--- src/rtl/tps_pkg.sv ---
// Shared types and constants for the task priority scheduler.
// No dependencies; imported by every module of the block.
package tps_pkg;

  // field widths of the words on the channels
  localparam int OP_W       = 2;
  localparam int TASK_ID_W  = 10;
  localparam int USER_ID_W  = 16;
  localparam int PRIO_REQ_W = 30;

  // parameter defaults
  localparam int TASK_SLOTS_DEF    = 1024;
  localparam int PRIORITY_BITS_DEF = 30;
  localparam int OWNER_BITS_DEF    = 16;

  typedef enum logic [OP_W-1:0] {
    OP_ADD    = 2'd0,
    OP_EDIT   = 2'd1,
    OP_REMOVE = 2'd2,
    OP_EXEC   = 2'd3
  } op_e;

  typedef enum logic [2:0] {
    ST_CLEAR,
    ST_IDLE,
    ST_SCAN,
    ST_FLUSH,
    ST_CLAIM,
    ST_EMIT
  } state_e;

  // controller -> datapath
  typedef struct packed {
    logic clear;       // clearing pass: write live=0 at counter, step counter
    logic accept;      // input word taken this cycle
    logic scan_start;  // accepted word is execute-top
    logic scan_step;   // read slot at counter, step counter
    logic claim;       // retire the winner, fetch its owner
    logic emit;        // load the output register
  } cmd_t;

  // datapath -> controller
  typedef struct packed {
    logic cnt_last;    // counter at the last slot
    logic out_free;    // output register can take a word this cycle
  } sts_t;

endpackage

--- src/rtl/tps_ctrl.sv ---
// Sequencer for the task priority scheduler.
// Depends on tps_pkg; drives tps_datapath through cmd_t.
module tps_ctrl
  import tps_pkg::*;
(
  input  logic            clk_i,
  input  logic            rst_ni,
  input  logic            in_valid_i,
  input  logic [OP_W-1:0] op_i,
  output logic            in_stall_o,
  input  sts_t            sts_i,
  output cmd_t            cmd_o
);

  state_e state_q, state_d;
  logic   is_exec;

  assign is_exec = (op_e'(op_i) == OP_EXEC);

  always_ff @(posedge clk_i or negedge rst_ni) begin
    if (!rst_ni) begin
      state_q <= ST_CLEAR;
    end else begin
      state_q <= state_d;
    end
  end

  always_comb begin
    state_d = state_q;
    unique case (state_q)
      ST_CLEAR: if (sts_i.cnt_last) state_d = ST_IDLE;
      ST_IDLE:  if (in_valid_i && is_exec) state_d = ST_SCAN;
      ST_SCAN:  if (sts_i.cnt_last) state_d = ST_FLUSH;
      ST_FLUSH: state_d = ST_CLAIM;
      ST_CLAIM: state_d = ST_EMIT;
      ST_EMIT:  if (sts_i.out_free) state_d = ST_IDLE;
      default:  state_d = ST_CLEAR;
    endcase
  end

  always_comb begin
    cmd_o      = '0;
    in_stall_o = 1'b1;
    unique case (state_q)
      ST_CLEAR: cmd_o.clear = 1'b1;
      ST_IDLE: begin
        in_stall_o       = 1'b0;
        cmd_o.accept     = in_valid_i;
        cmd_o.scan_start = in_valid_i && is_exec;
      end
      ST_SCAN:  cmd_o.scan_step = 1'b1;
      ST_FLUSH: ;
      ST_CLAIM: cmd_o.claim = 1'b1;
      ST_EMIT:  cmd_o.emit = sts_i.out_free;
      default:  ;
    endcase
  end

endmodule

--- config.mk ---
export PLATFORM = sky130hd
export DESIGN_NAME = tps_ctrl
export DESIGN_NICKNAME = d
export VERILOG_FILES = /design/src/rtl/tps_pkg.sv /design/src/rtl/tps_ctrl.sv
export SDC_FILE = /design/constraint.sdc
export NUM_CORES = 1
export LEC_CHECK = 0
export ABC_AREA = 1
export BUFFER_PORTS_ARGS = -buffer_cell sky130_fd_sc_hd__buf_2
export CAP_MARGIN = 20
export CORE_AREA = 2 2 39 41
export CTS_BUF_LIST = sky130_fd_sc_hd__clkbuf_8
export CTS_CLUSTER_DIAMETER = 50
export CTS_CLUSTER_SIZE = 12
export DETAILED_ROUTE_END_ITERATION = 8
export DIE_AREA = 0 0 41 43
export MAX_ROUTING_LAYER = met4
export PLACE_DENSITY = 0.5
export RECOVER_POWER = 25
export SLEW_MARGIN = 20
export SYNTH_ARGS = -nofsm -noshare
export SYNTH_HDL_FRONTEND = slang
export SYNTH_SLANG_ARGS = --single-unit
--- constraint.sdc ---
create_clock -name clk_i -period 0.9 [get_ports clk_i]
set_input_delay 0.045 -clock clk_i [delete_from_list [all_inputs] [get_ports clk_i]]
set_output_delay 0.045 -clock clk_i [all_outputs]
set_load 0.01 [all_outputs]
* Word-level counts from Yosys, hierarchy flattened *
Index checks and enable logic that the tools add are counted.

cells by class
  equality and inequality tests = 10
  multiplexer cells = 11
  reductions and logical operators = 3

operators with widths
  cell                                            count
  case mux 3 bit (6 select lines)                 1
  2-to-1 mux 3 bit                                4
  inequality test 2 bit (second input constant)   4
  == test 3 x 2 -> 1 bit (second input constant)  2
  == test 3 bit (second input constant)           2
  2-to-1 mux 1 bit                                5
  AND reduction 4 bit                             1
  == test 3 x 1 -> 1 bit (second input constant)  1
  logical NOT 3 bit                               1
  == test 2 bit (second input constant)           1
  2-to-1 mux 2 bit                                1
  logical AND 1 bit                               1

storage, ports and cells
  register bits = 3
  bits of input ports = 7

* Depth between registers and ports, before layout *
  depth after elaboration = 4
  mapped depth = 6
  depth with buffers taken out = 6

* Worst setup path after synthesis *
No wires, ideal clock.

  path type = register to register
  from = reg state_q[1]
  to = reg state_q[1]
  setup time = 0.065 ns
  data arrival time = 0.883 ns
  required time = 0.835 ns
  slack = -0.048 ns
  stages on the path, launching flop included = 6
  path through = dfrtp_1 > inv_2 > nand3_1 > nand2_1 > nand4_1 > nand2_1

on the way
  cells in the longest elaborated chain, start to end = 3

RTL lines
  what                                                  RTL line        RTL
  start: declaration                                    tps_ctrl.sv:15  state_e state_q, state_d;
  start signal: assignment                              tps_ctrl.sv:24  state_q <= state_d;
  == test 3 x 1 -> 1 bit, or another cell as far along  tps_ctrl.sv:30  unique case (state_q)
  inequality test 2 bit (no source line)                -
  AND reduction 4 bit (no source line)                  -

Parallel ways exist; a longest one is shown, timed or not.
A chain may end at the register's enable or synchronous reset.

==> impl_metrics.csv <==
group,metric,value,unit
synth,ys_ff_latch,3,
detailed_routing,drt-total-wl,788,um
grt,grt_pass1_vias,344,
grt,antenna_found_initial,0,
min_path,hold_path.startpoint,"sts_i[1]",
sta,maxSlewViolCount,0,
detailed_routing,ant_nets,0,
synth,synth_warnings,0,
worst_setup_path,cp-start-kind,"register",
floorplanning,start_util,0.172,
floorplanning,die_w,41,um
final_layout,nets,75,
sta,clock.fmax,897,MHz
min_path,hold_depth,4,
run,max-cap-violations,0,
worst_setup_path,max_stage_delay,0.44,ns
synth,seq_area_frac_synth,0.316,
synth,synthCells,39,
final_layout,area_growth,117,%
synth,syn_nets,46,
detailed_routing,drt_pass1_iterations,1,
synth,netlist_area,238,um2
synth,ys_types,11,
power,max-vdd-ir-drop,808,uV
final_layout,reg_top3,"state_q: 3 flops",
worst_setup_path,crit_path_cell_trace,"nor2_4 -> inv_1 -> nor2_1 -> buf_2",
final_layout,diodes,0,
clocking,clockBufferDepth,2,
synth,synth_top_area_cell,"dfrtp_1",
sta,setup_tns,-1.82,ns
floorplanning,core_area,1380,um2
synth,yosys-top-cells-area,"dfrtp_1 (32%), nand2_1 (17%), inv_1 (11%), nor2_1 (11%), nand3_2 (8.4%)",
placed_design,place_worst_setup_slack,-0.139,ns
sta,period_share,1.24,
min_path,min_path_type,"in -> reg",
clocking,path_clk_slew,0.03,ns
clocking,cts-root-buf,"clkbuf_8",
placed_design,port_buffers,13,
detailed_routing,vias,350,
synth,yosysTopAreaCellShare,0.316,
sta,setup_slack,-0.215,ns
detailed_routing,wl_per_cell,9.49,um
worst_setup_path,worst_ep_arrival_time,1.07,ns
outcome,status,"finished, violations left",
clocking,cts_buffers,3,
synth,avgSynthCellArea,6.10,um2
final_layout,largest_reg_flops,3,
worst_setup_path,timing.rr.start,"state_q[2]",
sta,worst_slew_pin_slew,0.176,ns
final_layout,multi_input_comb_area,185,um2
sta,finalHoldViolations,0,
power,p_per_area,3450,nW/um2
sta,setup_viol,10,
worst_setup_path,cp-end-kind,"primary output",
detailed_routing,drt-vias-per-instance,4.22,
worst_setup_path,critPathKind,"reg -> out",
worst_setup_path,reg2regPathDepth,5,
grt,grt_pass1_wl,1.23,mm
placed_design,dp_hpwl,470,um
placed_design,place_area,323,um2
grt,overflow,0,
sta,whs,0.0940,ns
floorplanning,pin_count,14,
worst_setup_path,critPathSlowestCell,"dfrtp_2",
final_layout,final_area,517,um2
clocking,htree_levels,1,
grt,track_usage,0.111,
floorplanning,fp.dieH,43,um
sta,skew,0.000370,ns
final_layout,largest-register,"state_q",
placed_design,gp_congestion,0.760,
final_layout,drive_above_1_share,0.642,
sta,rsz0062_at_grt,"true",
power,p_leak,0.289,nW
outcome,failed_checks,"negative setup slack",
worst_setup_path,r2r-end,"state_q[1]",
worst_setup_path,worstPathRequired,0.85,ns
floorplanning,rows,14,
grt,grt_max_degree,7,
detailed_routing,drtIter0Drc,0,
worst_setup_path,r2r_setup_slack,-0.18,ns
floorplanning,dieArea,1760,um2
clocking,cts_tree,"built",
clocking,cts_sinks,3,
detailed_routing,route.detailed.drc,0,
min_path,min_to,"state_q[1]",
final_layout,regArea,78.8,um2
worst_setup_path,crit_fanout,5,
sta,min_period,1.12,ns
clocking,insertion_delay,0.22,ns
final_layout,fillers,150,
sta,max_slew_margin,0.883,
worst max path at each step:
stage          startpoint         end  slack, ns  cells after the start
4_1_cts        state_q[2]    cmd_o[5]      -0.21                      4
6_report       state_q[2]    cmd_o[5]      -0.22                      4
2_1_floorplan  state_q[1]  state_q[1]      -0.05                      5
3_3_place_gp   state_q[0]  state_q[0]      -0.14                      4
3_5_place_dp   state_q[0]  state_q[1]      -0.14                      4
5_1_grt        state_q[2]    cmd_o[4]      -0.27                      4
final cells by class:
cell class / instances / share of cell area
Tap cell: 16 / 0.0387
Clock inverter: 1 / 0.00726
Clock buffer: 3 / 0.0799
Multi-Input combinational cell: 28 / 0.358
Sequential cell: 3 / 0.153
Timing Repair Buffer: 24 / 0.300
Inverter: 8 / 0.0630
Yosys cell counts:
cell,number
dfrtp_1,3
inv_1,7
inv_2,1
nand2_1,11
nand2_2,1
nand3_1,2
nand3_2,2
nand4_1,2
nor2_1,7
nor2_2,1
nor3_1,2
per-stage QoR:
step                       util  power, mW  instances
after floorplan               -      0.680         39
after global placement    0.233      0.868         68
after detailed placement  0.233      0.867         68
after CTS                 0.347       1.62         81
after global routing      0.373       1.91         83
final                     0.373       1.78         83
where the power goes:
part,total [mW],internal [mW],switching [mW]
sequential,0.331,0.206,0.125
clock,0.382,0.290,0.0911
combinational,1.07,0.547,0.524
layer usage:
metal / GRT usage / vias up / share of wire
li1: - / 174 / -
met1: 0.100 / 167 / 0.37
met2: 0.175 / 6 / 0.57
met3: 0.0314 / 3 / 0.030
met4: 0.100 / 0 / 0.029
met5: - / - / 0
cell families after synthesis:
kind of cell  Yosys count  share of synthesized area
simple gates           28                      0.558
flops                   3                      0.316
buf+inv                 8                      0.126
timing repair:
action                     4_1_cts  5_1_grt
pin swaps                        5        1
setup endpoints to repair       10       10
hold endpoints to repair         3        0
buffers inserted                 8        2
gates resized for setup         11        8
hold buffers                     1        0
critical path: cells and delay by family (launching register included):
kind	cells	cell delay [ns]
buffers and inverters	2	0.19
flip-flops	1	0.44
AND/OR/NAND/NOR	2	0.22
cells in the final DEF (no fill, tap or decap), types with 2 or more instances in the layout:
cell,instances
buf_2,11
nand2_1,10
buf_4,10
inv_1,6
nor2_1,3
nor2_2,3
clkbuf_8,3
dfrtp_2,3
inv_2,2
nand3_4,2
nor2_4,2
nor3_2,2
nand2_2,2
nand4_1,2
Note: power is estimated with default switching activity, not from simulation.
